<file path="src/design/flvnalu_pkg.sv">
package flvnalu_pkg;

   // parse phases of the tag body
   typedef enum logic [3:0] {
      PH_HDR        = 4'd0,
      PH_SKIP       = 4'd1,
      PH_SEQ_FIXED  = 4'd2,
      PH_SPS_HDR    = 4'd3,
      PH_SPS_DATA   = 4'd4,
      PH_PPS_HDR    = 4'd5,
      PH_PPS_DATA   = 4'd6,
      PH_SEQ_TAIL   = 4'd7,
      PH_LEN_PREFIX = 4'd8,
      PH_LEN_DATA   = 4'd9,
      PH_AB_SEARCH  = 4'd10,
      PH_AB_HEADER  = 4'd11,
      PH_AB_DATA    = 4'd12
   } phase_type;

   // tag status codes
   localparam logic [2:0] ST_OK        = 3'd0;
   localparam logic [2:0] ST_CODEC     = 3'd1;
   localparam logic [2:0] ST_SEQ_ERR   = 3'd2;
   localparam logic [2:0] ST_LEN_ERR   = 3'd3;
   localparam logic [2:0] ST_SHORT     = 3'd4;

   // packet kinds
   localparam logic [1:0] KIND_OTHER = 2'd0;
   localparam logic [1:0] KIND_SEQ   = 2'd1;
   localparam logic [1:0] KIND_NALU  = 2'd2;

   // exp-Golomb field selector
   localparam logic [1:0] GF_IDLE      = 2'd0;
   localparam logic [1:0] GF_FIRST_MB  = 2'd1;
   localparam logic [1:0] GF_SLICE_TYP = 2'd2;

   localparam int GOLOMB_MAX_BITS = 32;

   typedef struct packed {
      logic [5:0]  zero_count;
      logic [31:0] value;
      logic [1:0]  field;
      logic        in_suffix;
   } golomb_state_type;

endpackage

</file>
<file path="src/design/flvnalu_if.sv">
interface flvnalu_req_if;
   logic       valid;
   logic       ready;
   logic [7:0] data_byte;
   logic       tag_last;
   modport source (output valid, data_byte, tag_last, input ready);
   modport sink (input valid, data_byte, tag_last, output ready);
endinterface

interface flvnalu_rsp_if;
   logic        valid;
   logic        ready;
   logic [7:0]  nalu_byte;
   logic        byte_valid;
   logic        nalu_first;
   logic        nalu_last;
   logic [4:0]  nalu_type;
   logic [23:0] composition_time;
   logic        tag_done;
   logic [2:0]  tag_status;
   logic [1:0]  packet_kind;
   logic [3:0]  stream_flags;
   logic [7:0]  profile;
   logic [7:0]  level;
   modport source (output valid, nalu_byte, byte_valid, nalu_first, nalu_last, nalu_type,
                   composition_time, tag_done, tag_status, packet_kind, stream_flags,
                   profile, level, input ready);
   modport sink (input valid, nalu_byte, byte_valid, nalu_first, nalu_last, nalu_type,
                 composition_time, tag_done, tag_status, packet_kind, stream_flags,
                 profile, level, output ready);
endinterface

</file>
<file path="src/design/flvnalu_golomb.sv">
module flvnalu_golomb (
   input  flvnalu_pkg::golomb_state_type cur_state,
   input  logic [7:0]                    data_byte,
   output flvnalu_pkg::golomb_state_type next_state,
   output logic                          b_slice
);
   import flvnalu_pkg::*;

   // eight bit steps of the exp-Golomb decoder, MSB first
   always_comb begin
      golomb_state_type g;
      logic             bit_v;
      logic             done;
      logic [31:0]      ue;
      g = cur_state;
      ue = '0;
      b_slice = 1'b0;
      for (int i = 7; i >= 0; i--) begin
         bit_v = data_byte[i];
         done = 1'b0;
         if (g.field != GF_IDLE) begin
            if (!g.in_suffix) begin
               if (!bit_v) begin
                  g.zero_count = g.zero_count + 6'd1;
                  if (g.zero_count >= 6'(GOLOMB_MAX_BITS)) g.field = GF_IDLE;
               end else begin
                  g.in_suffix = 1'b1;
                  g.value = 32'd1;
                  done = (g.zero_count == 6'd0);
               end
            end else begin
               g.value = {g.value[30:0], bit_v};
               g.zero_count = g.zero_count - 6'd1;
               done = (g.zero_count == 6'd0);
            end
            if (done) begin
               ue = g.value - 32'd1;
               g.in_suffix = 1'b0;
               g.value = '0;
               if (g.field == GF_FIRST_MB) begin
                  g.field = GF_SLICE_TYP;
               end else begin
                  if (ue == 32'd1 || ue == 32'd6) b_slice = 1'b1;
                  g.field = GF_IDLE;
               end
            end
         end
      end
      next_state = g;
   end

endmodule

</file>
<file path="src/design/flv_avc_video_tag_nalu_splitter_core.sv">
// FLV AVC video tag splitter.
// req_ch carries one video tag body byte per transfer with tag_last on the final byte.
// rsp_ch returns exactly one result per byte: the byte when it belongs to a NALU, with
// first/last framing and NAL type, plus composition time, sticky stream flags, profile
// and level; tag_done and tag_status come on the result of the tag's last byte.
// Coded packets split by length prefixes or start codes, as csr_write_data selected.
// The user must write it via csr_write_enable while the block is idle (unchecked).
// A req transfer's result enters the output register in the cycle after it.
// One byte per cycle is taken unless rsp_ch stalls: all parse state updates on accept.
// req_ch.ready is high while the output register is empty or being taken, so a stall
// on rsp_ch holds the pending result and stops intake only while it lasts.
// A synchronous reset returns the parser to the tag header, clears sticky flags,
// held time and profile/level, sets four-byte length prefixes and empties the output.
module flv_avc_video_tag_nalu_splitter_core (
   input  logic        clock,
   input  logic        reset,
   flvnalu_req_if.sink   req_ch,
   flvnalu_rsp_if.source rsp_ch,
   input  logic        csr_write_enable,
   input  logic        csr_write_data
);
   import flvnalu_pkg::*;

   logic             fmt_ff;
   logic [3:0]       pos_ff, pos_in;
   phase_type        phase_ff, phase_in;
   logic [1:0]       lfs_ff, lfs_in;
   logic [31:0]      lacc_ff, lacc_in;
   logic [31:0]      brem_ff, brem_in;
   logic [1:0]       zrun_ff, zrun_in;
   golomb_state_type gol_ff, gol_in, gol_step;
   logic             gol_bslice;
   logic [3:0]       sticky_ff, sticky_in;
   logic [23:0]      time_ff, time_in;
   logic [7:0]       prof_ff, prof_in;
   logic [7:0]       lvl_ff, lvl_in;
   logic [2:0]       terr_ff, terr_in;
   logic [2:0]       hcnt_ff, hcnt_in;
   logic [4:0]       ctype_ff, ctype_in;
   logic [1:0]       kind_ff, kind_in;
   logic             atfirst_ff, atfirst_in;
   logic             found_ff, found_in;

   logic             out_valid_ff;
   logic             accept;
   logic             r_valid, r_first, r_last;
   logic [2:0]       r_status;

   assign req_ch.ready = !out_valid_ff || rsp_ch.ready;
   assign accept = req_ch.valid && req_ch.ready;

   function automatic logic [1:0] zero_next(input logic [7:0] b, input logic [1:0] zr);
      if (b != 8'd0) return 2'd0;
      return (zr >= 2'd2) ? 2'd2 : zr + 2'd1;
   endfunction

   flvnalu_golomb u_golomb (
      .cur_state  (gol_ff),
      .data_byte  (req_ch.data_byte),
      .next_state (gol_step),
      .b_slice    (gol_bslice)
   );

   // one parse step per accepted byte
   always_comb begin
      logic [7:0] b;
      logic       last_in;
      logic [2:0] end_err;
      logic       hdr;
      b = req_ch.data_byte;
      last_in = req_ch.tag_last;
      end_err = ST_OK;
      hdr = 1'b0;
      r_valid = 1'b0;
      r_first = 1'b0;
      r_last = 1'b0;
      r_status = ST_OK;
      pos_in = (pos_ff != 4'hf) ? pos_ff + 4'd1 : pos_ff;
      phase_in = phase_ff;
      lfs_in = lfs_ff;
      lacc_in = lacc_ff;
      brem_in = brem_ff;
      zrun_in = zrun_ff;
      gol_in = gol_ff;
      sticky_in = sticky_ff;
      time_in = time_ff;
      prof_in = prof_ff;
      lvl_in = lvl_ff;
      terr_in = terr_ff;
      hcnt_in = hcnt_ff;
      ctype_in = ctype_ff;
      kind_in = kind_ff;
      atfirst_in = atfirst_ff;
      found_in = found_ff;

      unique case (phase_ff)
         PH_HDR: begin
            if (pos_ff == 4'd0) begin
               if (b[3:0] != 4'd7) begin
                  terr_in = ST_CODEC;
                  phase_in = PH_SKIP;
               end else if (b[7:4] == 4'd5) begin
                  phase_in = PH_SKIP;
               end
            end else if (pos_ff == 4'd1) begin
               kind_in = (b == 8'd0) ? KIND_SEQ : (b == 8'd1) ? KIND_NALU : KIND_OTHER;
            end else begin
               time_in = {time_ff[15:0], b};
               if (pos_ff >= 4'd4) begin
                  hcnt_in = '0;
                  lacc_in = '0;
                  zrun_in = '0;
                  found_in = 1'b0;
                  if (kind_ff == KIND_SEQ) phase_in = PH_SEQ_FIXED;
                  else if (kind_ff == KIND_NALU)
                     phase_in = fmt_ff ? PH_AB_SEARCH : PH_LEN_PREFIX;
                  else phase_in = PH_SKIP;
               end
            end
         end
         PH_SEQ_FIXED: begin
            if (pos_ff == 4'd6) prof_in = b;
            else if (pos_ff == 4'd8) lvl_in = b;
            else if (pos_ff >= 4'd9) begin
               lfs_in = b[1:0];
               phase_in = PH_SPS_HDR;
               hcnt_in = '0;
            end
         end
         PH_SPS_HDR, PH_PPS_HDR: begin
            if (hcnt_ff == 3'd0) begin
               if (b[4:0] != 5'd1) begin
                  terr_in = ST_SEQ_ERR;
                  phase_in = PH_SKIP;
               end else begin
                  lacc_in = '0;
                  hcnt_in = 3'd1;
               end
            end else begin
               lacc_in = {16'd0, lacc_ff[7:0], b};
               if (hcnt_ff == 3'd1) begin
                  hcnt_in = 3'd2;
               end else begin
                  hcnt_in = '0;
                  if (lacc_in == 32'd0) begin
                     terr_in = ST_SEQ_ERR;
                     phase_in = PH_SKIP;
                  end else begin
                     brem_in = lacc_in;
                     atfirst_in = 1'b1;
                     phase_in = (phase_ff == PH_SPS_HDR) ? PH_SPS_DATA : PH_PPS_DATA;
                  end
               end
            end
         end
         PH_SPS_DATA, PH_PPS_DATA: begin
            r_valid = 1'b1;
            if (atfirst_ff) begin
               r_first = 1'b1;
               atfirst_in = 1'b0;
               ctype_in = b[4:0];
            end
            brem_in = brem_ff - 32'd1;
            if (brem_in == 32'd0) begin
               r_last = 1'b1;
               phase_in = (phase_ff == PH_SPS_DATA) ? PH_PPS_HDR : PH_SEQ_TAIL;
               hcnt_in = '0;
            end else if (last_in) r_last = 1'b1;
         end
         PH_LEN_PREFIX: begin
            lacc_in = (hcnt_ff == 3'd0) ? {24'd0, b} : {lacc_ff[23:0], b};
            hcnt_in = hcnt_ff + 3'd1;
            if (hcnt_in >= {1'b0, lfs_ff} + 3'd1) begin
               hcnt_in = '0;
               if (lacc_in != 32'd0) begin
                  brem_in = lacc_in;
                  atfirst_in = 1'b1;
                  phase_in = PH_LEN_DATA;
               end
               if (last_in) end_err = ST_LEN_ERR;
            end
         end
         PH_LEN_DATA: begin
            r_valid = 1'b1;
            if (atfirst_ff) begin
               r_first = 1'b1;
               atfirst_in = 1'b0;
               hdr = 1'b1;
            end else begin
               gol_in = gol_step;
               if (gol_bslice) sticky_in[3] = 1'b1;
            end
            brem_in = brem_ff - 32'd1;
            if (brem_in == 32'd0) begin
               r_last = 1'b1;
               phase_in = PH_LEN_PREFIX;
               hcnt_in = '0;
            end else if (last_in) begin
               r_last = 1'b1;
               end_err = ST_LEN_ERR;
            end
         end
         PH_AB_SEARCH: begin
            if (zrun_ff >= 2'd2 && b == 8'd1) begin
               zrun_in = '0;
               phase_in = PH_AB_HEADER;
            end else zrun_in = zero_next(b, zrun_ff);
         end
         PH_AB_HEADER: begin
            r_valid = 1'b1;
            r_first = 1'b1;
            found_in = 1'b1;
            hdr = 1'b1;
            zrun_in = zero_next(b, zrun_ff);
            phase_in = PH_AB_DATA;
            if (last_in) r_last = 1'b1;
         end
         PH_AB_DATA: begin
            r_valid = 1'b1;
            gol_in = gol_step;
            if (gol_bslice) sticky_in[3] = 1'b1;
            if (zrun_ff >= 2'd2 && b == 8'd1) begin
               r_last = 1'b1;
               zrun_in = '0;
               phase_in = PH_AB_HEADER;
            end else begin
               zrun_in = zero_next(b, zrun_ff);
               if (last_in) r_last = 1'b1;
            end
         end
         default: begin
         end
      endcase

      // NAL header of a coded NALU: type flags and Golomb restart
      if (hdr) begin
         ctype_in = b[4:0];
         if (b[4:0] == 5'd5) sticky_in[0] = 1'b1;
         else if (b[4:0] == 5'd9) sticky_in[1] = 1'b1;
         else if (b[4:0] == 5'd7 || b[4:0] == 5'd8) sticky_in[2] = 1'b1;
         gol_in = '0;
         if (!sticky_in[3] && (b[4:0] == 5'd1 || b[4:0] == 5'd2 || b[4:0] == 5'd5))
            gol_in.field = GF_FIRST_MB;
      end

      if (r_last) gol_in.field = GF_IDLE;

      // end-of-tag status
      if (last_in) begin
         if (end_err != ST_OK) r_status = end_err;
         else if (terr_in != ST_OK) r_status = terr_in;
         else begin
            unique case (phase_in)
               PH_HDR: r_status = ST_SHORT;
               PH_SEQ_FIXED, PH_SPS_HDR, PH_SPS_DATA, PH_PPS_HDR, PH_PPS_DATA:
                  r_status = ST_SEQ_ERR;
               PH_LEN_PREFIX: r_status = (hcnt_in >= 3'd2) ? ST_LEN_ERR : ST_OK;
               PH_LEN_DATA: r_status = ST_LEN_ERR;
               PH_AB_SEARCH, PH_AB_HEADER, PH_AB_DATA:
                  r_status = found_in ? ST_OK : ST_LEN_ERR;
               default: r_status = ST_OK;
            endcase
         end
      end
   end

   // parse state
   always_ff @(posedge clock) begin
      if (reset) begin
         fmt_ff <= 1'b0;
         pos_ff <= '0;
         phase_ff <= PH_HDR;
         lfs_ff <= 2'd3;
         lacc_ff <= '0;
         brem_ff <= '0;
         zrun_ff <= '0;
         gol_ff <= '0;
         sticky_ff <= '0;
         time_ff <= '0;
         prof_ff <= '0;
         lvl_ff <= '0;
         terr_ff <= ST_OK;
         hcnt_ff <= '0;
         ctype_ff <= '0;
         kind_ff <= KIND_OTHER;
         atfirst_ff <= 1'b0;
         found_ff <= 1'b0;
      end else begin
         if (csr_write_enable) fmt_ff <= csr_write_data;
         if (accept) begin
            lfs_ff <= lfs_in;
            sticky_ff <= sticky_in;
            time_ff <= time_in;
            prof_ff <= prof_in;
            lvl_ff <= lvl_in;
            ctype_ff <= ctype_in;
            if (req_ch.tag_last) begin
               pos_ff <= '0;
               phase_ff <= PH_HDR;
               terr_ff <= ST_OK;
               kind_ff <= KIND_OTHER;
               hcnt_ff <= '0;
               brem_ff <= '0;
               lacc_ff <= '0;
               zrun_ff <= '0;
               gol_ff <= '0;
               atfirst_ff <= 1'b0;
               found_ff <= 1'b0;
            end else begin
               pos_ff <= pos_in;
               phase_ff <= phase_in;
               terr_ff <= terr_in;
               kind_ff <= kind_in;
               hcnt_ff <= hcnt_in;
               brem_ff <= brem_in;
               lacc_ff <= lacc_in;
               zrun_ff <= zrun_in;
               gol_ff <= gol_in;
               atfirst_ff <= atfirst_in;
               found_ff <= found_in;
            end
         end
      end
   end

   // output register valid
   always_ff @(posedge clock) begin
      if (reset) begin
         out_valid_ff <= 1'b0;
      end else if (req_ch.ready) begin
         out_valid_ff <= accept;
      end
   end

   // output register payload
   always_ff @(posedge clock) begin
      if (accept) begin
         rsp_ch.nalu_byte <= r_valid ? req_ch.data_byte : 8'd0;
         rsp_ch.byte_valid <= r_valid;
         rsp_ch.nalu_first <= r_valid && r_first;
         rsp_ch.nalu_last <= r_valid && r_last;
         rsp_ch.nalu_type <= r_valid ? ctype_in : 5'd0;
         rsp_ch.composition_time <= time_in;
         rsp_ch.tag_done <= req_ch.tag_last;
         rsp_ch.tag_status <= r_status;
         rsp_ch.packet_kind <= kind_in;
         rsp_ch.stream_flags <= sticky_in;
         rsp_ch.profile <= prof_in;
         rsp_ch.level <= lvl_in;
      end
   end

   assign rsp_ch.valid = out_valid_ff;

endmodule

</file>
<file path="src/flat_wrapper.sv">
// flat-port wrapper written by rule: the top's interface ports become plain ports
module flv_avc_video_tag_nalu_splitter_core_flat import flvnalu_pkg::*;
  (clock, reset, csr_write_enable, csr_write_data, req_ch_valid, req_ch_data_byte, req_ch_tag_last, req_ch_ready, rsp_ch_valid, rsp_ch_nalu_byte, rsp_ch_byte_valid, rsp_ch_nalu_first, rsp_ch_nalu_last, rsp_ch_nalu_type, rsp_ch_composition_time, rsp_ch_tag_done, rsp_ch_tag_status, rsp_ch_packet_kind, rsp_ch_stream_flags, rsp_ch_profile, rsp_ch_level, rsp_ch_ready);
  flvnalu_req_if req_ch_i ();
  flvnalu_rsp_if rsp_ch_i ();
  input  logic clock;
  input  logic reset;
  input  logic csr_write_enable;
  input  logic csr_write_data;
  input wire logic [$bits(req_ch_i.valid)-1:0] req_ch_valid;
  input wire logic [$bits(req_ch_i.data_byte)-1:0] req_ch_data_byte;
  input wire logic [$bits(req_ch_i.tag_last)-1:0] req_ch_tag_last;
  output wire logic [$bits(req_ch_i.ready)-1:0] req_ch_ready;
  output wire logic [$bits(rsp_ch_i.valid)-1:0] rsp_ch_valid;
  output wire logic [$bits(rsp_ch_i.nalu_byte)-1:0] rsp_ch_nalu_byte;
  output wire logic [$bits(rsp_ch_i.byte_valid)-1:0] rsp_ch_byte_valid;
  output wire logic [$bits(rsp_ch_i.nalu_first)-1:0] rsp_ch_nalu_first;
  output wire logic [$bits(rsp_ch_i.nalu_last)-1:0] rsp_ch_nalu_last;
  output wire logic [$bits(rsp_ch_i.nalu_type)-1:0] rsp_ch_nalu_type;
  output wire logic [$bits(rsp_ch_i.composition_time)-1:0] rsp_ch_composition_time;
  output wire logic [$bits(rsp_ch_i.tag_done)-1:0] rsp_ch_tag_done;
  output wire logic [$bits(rsp_ch_i.tag_status)-1:0] rsp_ch_tag_status;
  output wire logic [$bits(rsp_ch_i.packet_kind)-1:0] rsp_ch_packet_kind;
  output wire logic [$bits(rsp_ch_i.stream_flags)-1:0] rsp_ch_stream_flags;
  output wire logic [$bits(rsp_ch_i.profile)-1:0] rsp_ch_profile;
  output wire logic [$bits(rsp_ch_i.level)-1:0] rsp_ch_level;
  input wire logic [$bits(rsp_ch_i.ready)-1:0] rsp_ch_ready;
  assign req_ch_i.valid = req_ch_valid;
  assign req_ch_i.data_byte = req_ch_data_byte;
  assign req_ch_i.tag_last = req_ch_tag_last;
  assign req_ch_ready = req_ch_i.ready;
  assign rsp_ch_valid = rsp_ch_i.valid;
  assign rsp_ch_nalu_byte = rsp_ch_i.nalu_byte;
  assign rsp_ch_byte_valid = rsp_ch_i.byte_valid;
  assign rsp_ch_nalu_first = rsp_ch_i.nalu_first;
  assign rsp_ch_nalu_last = rsp_ch_i.nalu_last;
  assign rsp_ch_nalu_type = rsp_ch_i.nalu_type;
  assign rsp_ch_composition_time = rsp_ch_i.composition_time;
  assign rsp_ch_tag_done = rsp_ch_i.tag_done;
  assign rsp_ch_tag_status = rsp_ch_i.tag_status;
  assign rsp_ch_packet_kind = rsp_ch_i.packet_kind;
  assign rsp_ch_stream_flags = rsp_ch_i.stream_flags;
  assign rsp_ch_profile = rsp_ch_i.profile;
  assign rsp_ch_level = rsp_ch_i.level;
  assign rsp_ch_i.ready = rsp_ch_ready;
  flv_avc_video_tag_nalu_splitter_core u_core (.clock(clock), .reset(reset), .req_ch(req_ch_i), .rsp_ch(rsp_ch_i), .csr_write_enable(csr_write_enable), .csr_write_data(csr_write_data));
endmodule
</file>
<file path="config.mk">
export PLATFORM = sky130hd
export DESIGN_NAME = flv_avc_video_tag_nalu_splitter_core_flat
export DESIGN_NICKNAME = d
export VERILOG_FILES = /design/src/design/flvnalu_pkg.sv /design/src/design/flvnalu_if.sv /design/src/design/flvnalu_golomb.sv /design/src/design/flv_avc_video_tag_nalu_splitter_core.sv /design/src/flat_wrapper.sv
export SDC_FILE = /design/constraint.sdc
export NUM_CORES = 1
export LEC_CHECK = 0
export BUFFER_PORTS_ARGS = -buffer_cell sky130_fd_sc_hd__buf_4
export CORE_MARGIN = 8
export CORE_UTILIZATION = 31
export CTS_CLUSTER_SIZE = 16
export DETAILED_ROUTE_END_ITERATION = 10
export HOLD_SLACK_MARGIN = 0.06
export SLEW_MARGIN = 0
export SYNTH_ARGS = -nofsm -noshare
export SYNTH_HDL_FRONTEND = slang
export SYNTH_SLANG_ARGS = --single-unit
</file>
<file path="constraint.sdc">
create_clock -name clock -period 21 [get_ports clock]
set_clock_uncertainty 0.15 [all_clocks]
set_input_delay 1.05 -clock clock [delete_from_list [all_inputs] [get_ports clock]]
set_output_delay 1.05 -clock clock [all_outputs]
set_load 0.05 [all_outputs]
</file>
==> impl_metrics.py <==
metrics = {
    "route": {
        "vias_per_cell": 6.198,
        "detail_route.wl_per_cell_um": 21.53,
        "vias": 24370,
        "remaining_drc_errors": 0,
        "totalWireLength_mm": 84.66,
        "first_pass_iters": 6,
        "first_iter_violations": 3279,
        "ant_nets": 0,
    },
    "die": {
        "chipWidth_um": 282.0,
        "fp-row-count": 97,
        "die_h_um": 282.0,
        "ioPinCount": 83,
        "design.die.area_sq_um": 79500,
        "core_sq_um": 70030,
        "start_util_pct": 31.31,
    },
    "power": {
        "peakVddDrop_mv": 0.06779,
        "total_power_mw": 1.104,
        "p_leak_nw": 8.341,
        "p_per_area_nw_per_um2": 45.86,
    },
    "timing": {
        "worst_slack_ns": 7.583,
        "hold_ws_ns": 0.3181,
        "tightest_slew_ns": 1.219,
        "fin_crit_sh_pct": 63.89,
        "drv_slew": 0,
        "finalSetupViolCount": 0,
        "setup_tns_ns": 0,
        "relSlewSlack_pct": 16.60,
        "rsz0062_at_grt": "false",
        "hold_viol": 0,
        "max_freq_mhz": 74.53,
        "min_period_ns": 13.42,
    },
    "global_routing": {
        "grt_usage_pct": 20.21,
        "grt_overflow": 0,
        "grt_max_degree": 92,
        "antenna_found_initial": 2,
        "grt_first_pass_wirelength_mm": 131.3,
        "grt_pass1_vias": 22110,
    },
    "yosys": {
        "synth_cells": 3025,
        "synth_top_area_share_pct": 15.52,
        "synth_compound_area_share_pct": 33.41,
        "synth_edf_count": 66,
        "synth_warnings": 0,
        "synthMuxAreaShare_pct": 3.201,
        "synth-simple-area-share_pct": 27.76,
        "synth_ff_type": "dfxtp_1",
        "synth-seq-area-share_pct": 24.56,
        "synth_top_family_by_area": "compound AO/OA/AOI/OAI gates",
        "ys_ff_latch": 236,
        "synth_xor_xnor_area_share_pct": 3.686,
        "async_flop_share_pct": 0,
        "synth.cell_area_sq_um": 21930,
        "ys_types": 121,
        "syn-num-nets": 3081,
        "syn_area_per_cell_sq_um": 7.249,
        "netlist.top_cell.by_area": "dfxtp_1",
        "synth_area_leaders": "dfxtp_1, edfxtp_1, nor2_1, nand2_1, a21oi_1",
        "synthAdderAreaFrac_pct": 2.339,
    },
    "place": {
        "hpwl_mm": 62.97,
        "pre_cts_ws_ns": 7.741,
        "placed_area_sq_um": 23230,
        "dp_cells": 3887,
        "port_buffers": 82,
        "gp_congestion": 0.9800,
    },
    "clocking": {
        "cts_buffers": 24,
        "htree_levels": 1,
        "cts-root-buf": "clkbuf_16",
        "cts_tree": "built",
        "cts_resized": 0,
        "clockBufferDepth": 3,
        "holdBufCountCts": 0,
        "postCtsSetupBuffers": 0,
        "clock_sinks": 236,
        "clock_latency_ns": 0.54,
        "clkTransAtPathRegs_ns": 0.07,
    },
    "setup_path": {
        "crit_buf_inv": 4,
        "cpPeakStageDelay_ns": 0.86,
        "crit_cells": 38,
        "worstReg2RegStart": "u_core.gol_ff[35]",
        "crit_family": "compound AO/OA/AOI/OAI gates",
        "required_ns": 21.29,
        "path_max_fanout": 25,
        "r2r_cells": 38,
        "start_kind": "flop",
        "critPathArrivalTime_ns": 13.71,
        "r2r_slack_ns": 7.58,
        "path_class": "flop to flop",
        "crit_path_end_kind": "flop",
        "crit_slowest_cell": "a221oi_1",
        "reg2reg_to": "u_core.gol_ff[20]",
    },
    "hold_path": {
        "min_from": "u_core.terr_ff[0]",
        "hold_end": "u_core.terr_ff[0]",
        "hold_path_depth": 2,
        "min_path_type": "flop to flop",
    },
    "cells_and_area": {
        "fin_cells": 3932,
        "drive_above_1_share_pct": 9.963,
        "areaGrowthSynthToFinish_pct": 9.751,
        "final_nets": 3029,
        "fin_area_sq_um": 24070,
        "final_util_pct": 34.37,
    },
    "run": {
        "max_cap_viol_count": 0,
    },
    "run_status": {
        "outcome": "completed",
    },
}
## worst register-to-register path, delay by kind of cell, from the launching register on
kind                       cells  cell delay (ns)
AOI/OAI and AO/OA             17             5.96
xor gates and xnor gates       3             1.18
adders and majority gates      4             1.27
buffers and inverters          4             0.70
DFF                            1             0.48
muxes                          1             0.26
and+or+nand+nor                9             3.31
## cells in the final DEF, fill, tap and decap left out, types with 55 or more instances in the layout
cell      netlist  final
xnor2_1        55     55
nor3_1        146    146
o21ai_0       209    208
nand3_1        94     94
edfxtp_1       66     66
buf_4           8    124
inv_1          69     69
a21oi_1       237    236
nor2_1        378    378
nand2_1       319    318
a22oi_1       113    113
dfxtp_1       170    170
## state kept, by name, indices dropped and copies added, names as in the netlist, 5 cells and up
register	flops
u_core.rsp_ch.nalu_byte	8
u_core.rsp_ch.nalu_type	5
u_core.time_ff	24
u_core.rsp_ch.level	8
u_core.brem_ff	32
u_core.gol_ff	41
u_core.lacc_ff	24
u_core.ctype_ff	5
u_core.rsp_ch.composition_time	24
u_core.rsp_ch.profile	8
u_core.prof_ff	8
u_core.lvl_ff	8
## cells by family after synthesis
group,after synthesis
simple gates,1262
compound gates,1064
buf+inv,275
flops,236
xor+xnor,82
mux,65
fa+ha+maj,41
## per-layer routing
| layer | track usage (%) | routed length [um] |
|---|---|---|
| met2 | 31.44 | 36850 |
| met4 | 7.898 | 3425 |
| met5 | 0 | 10 |
| met1 | 28.22 | 36940 |
| met3 | 2.482 | 7436 |
## how the worst max path moves through the flow
stage,startpoint,end,slack (ns)
6_report,u_core.gol_ff[35],u_core.gol_ff[20],7.58
5_1_grt,u_core.gol_ff[35],u_core.gol_ff[20],6.56
4_1_cts,u_core.gol_ff[35],u_core.gol_ff[20],7.94
3_5_place_dp,req_ch_data_byte[7],u_core.gol_ff[20],7.74
3_3_place_gp,req_ch_data_byte[7],u_core.gol_ff[27],7.93
2_1_floorplan,req_ch_data_byte[7],u_core.gol_ff[27],10.50
## cell usage after synthesis, types with 17 or more instances
master / count
and2_1: 26
a22o_1: 40
nand3_1: 94
edfxtp_1: 66
dfxtp_1: 170
xor2_1: 19
or4_1: 19
buf_2: 24
a31oi_1: 39
ha_1: 41
o31ai_1: 17
a32oi_1: 19
o21ai_0: 209
mux2i_1: 28
a211oi_1: 18
nor3_1: 146
nand2b_1: 29
mux2_2: 35
clkbuf_1: 153
nor4_1: 49
inv_1: 69
nand4_1: 40
a22oi_1: 113
nor2_1: 378
a21o_1: 18
or3_1: 24
nor2b_1: 24
o21ai_1: 30
nand2_1: 319
o22ai_1: 46
a21oi_1: 237
xnor2_1: 55
o211ai_1: 28
and3_1: 28
## where the power goes
part | internal, mW | switching, mW | leakage (nW)
Sequential | 0.486 | 0.00860 | 2.04
Clock | 0.254 | 0.194 | 0.407
Combinational | 0.0454 | 0.116 | 5.89
Total | 0.785 | 0.318 | 8.34
## final cells by class
type | count | area [sq um]
Multi-Input combinational cell | 2514 | 15460
Sequential cell | 236 | 5385
Clock buffer | 31 | 709.4
Tap cell | 940 | 1176
Clock inverter | 13 | 121.4
Inverter | 73 | 276.5
Antenna cell | 1 | 2.502
Fill cell | 7507 | 45960
Timing Repair Buffer | 124 | 930.9
Note: power is estimated with default switching activity, not from simulation.
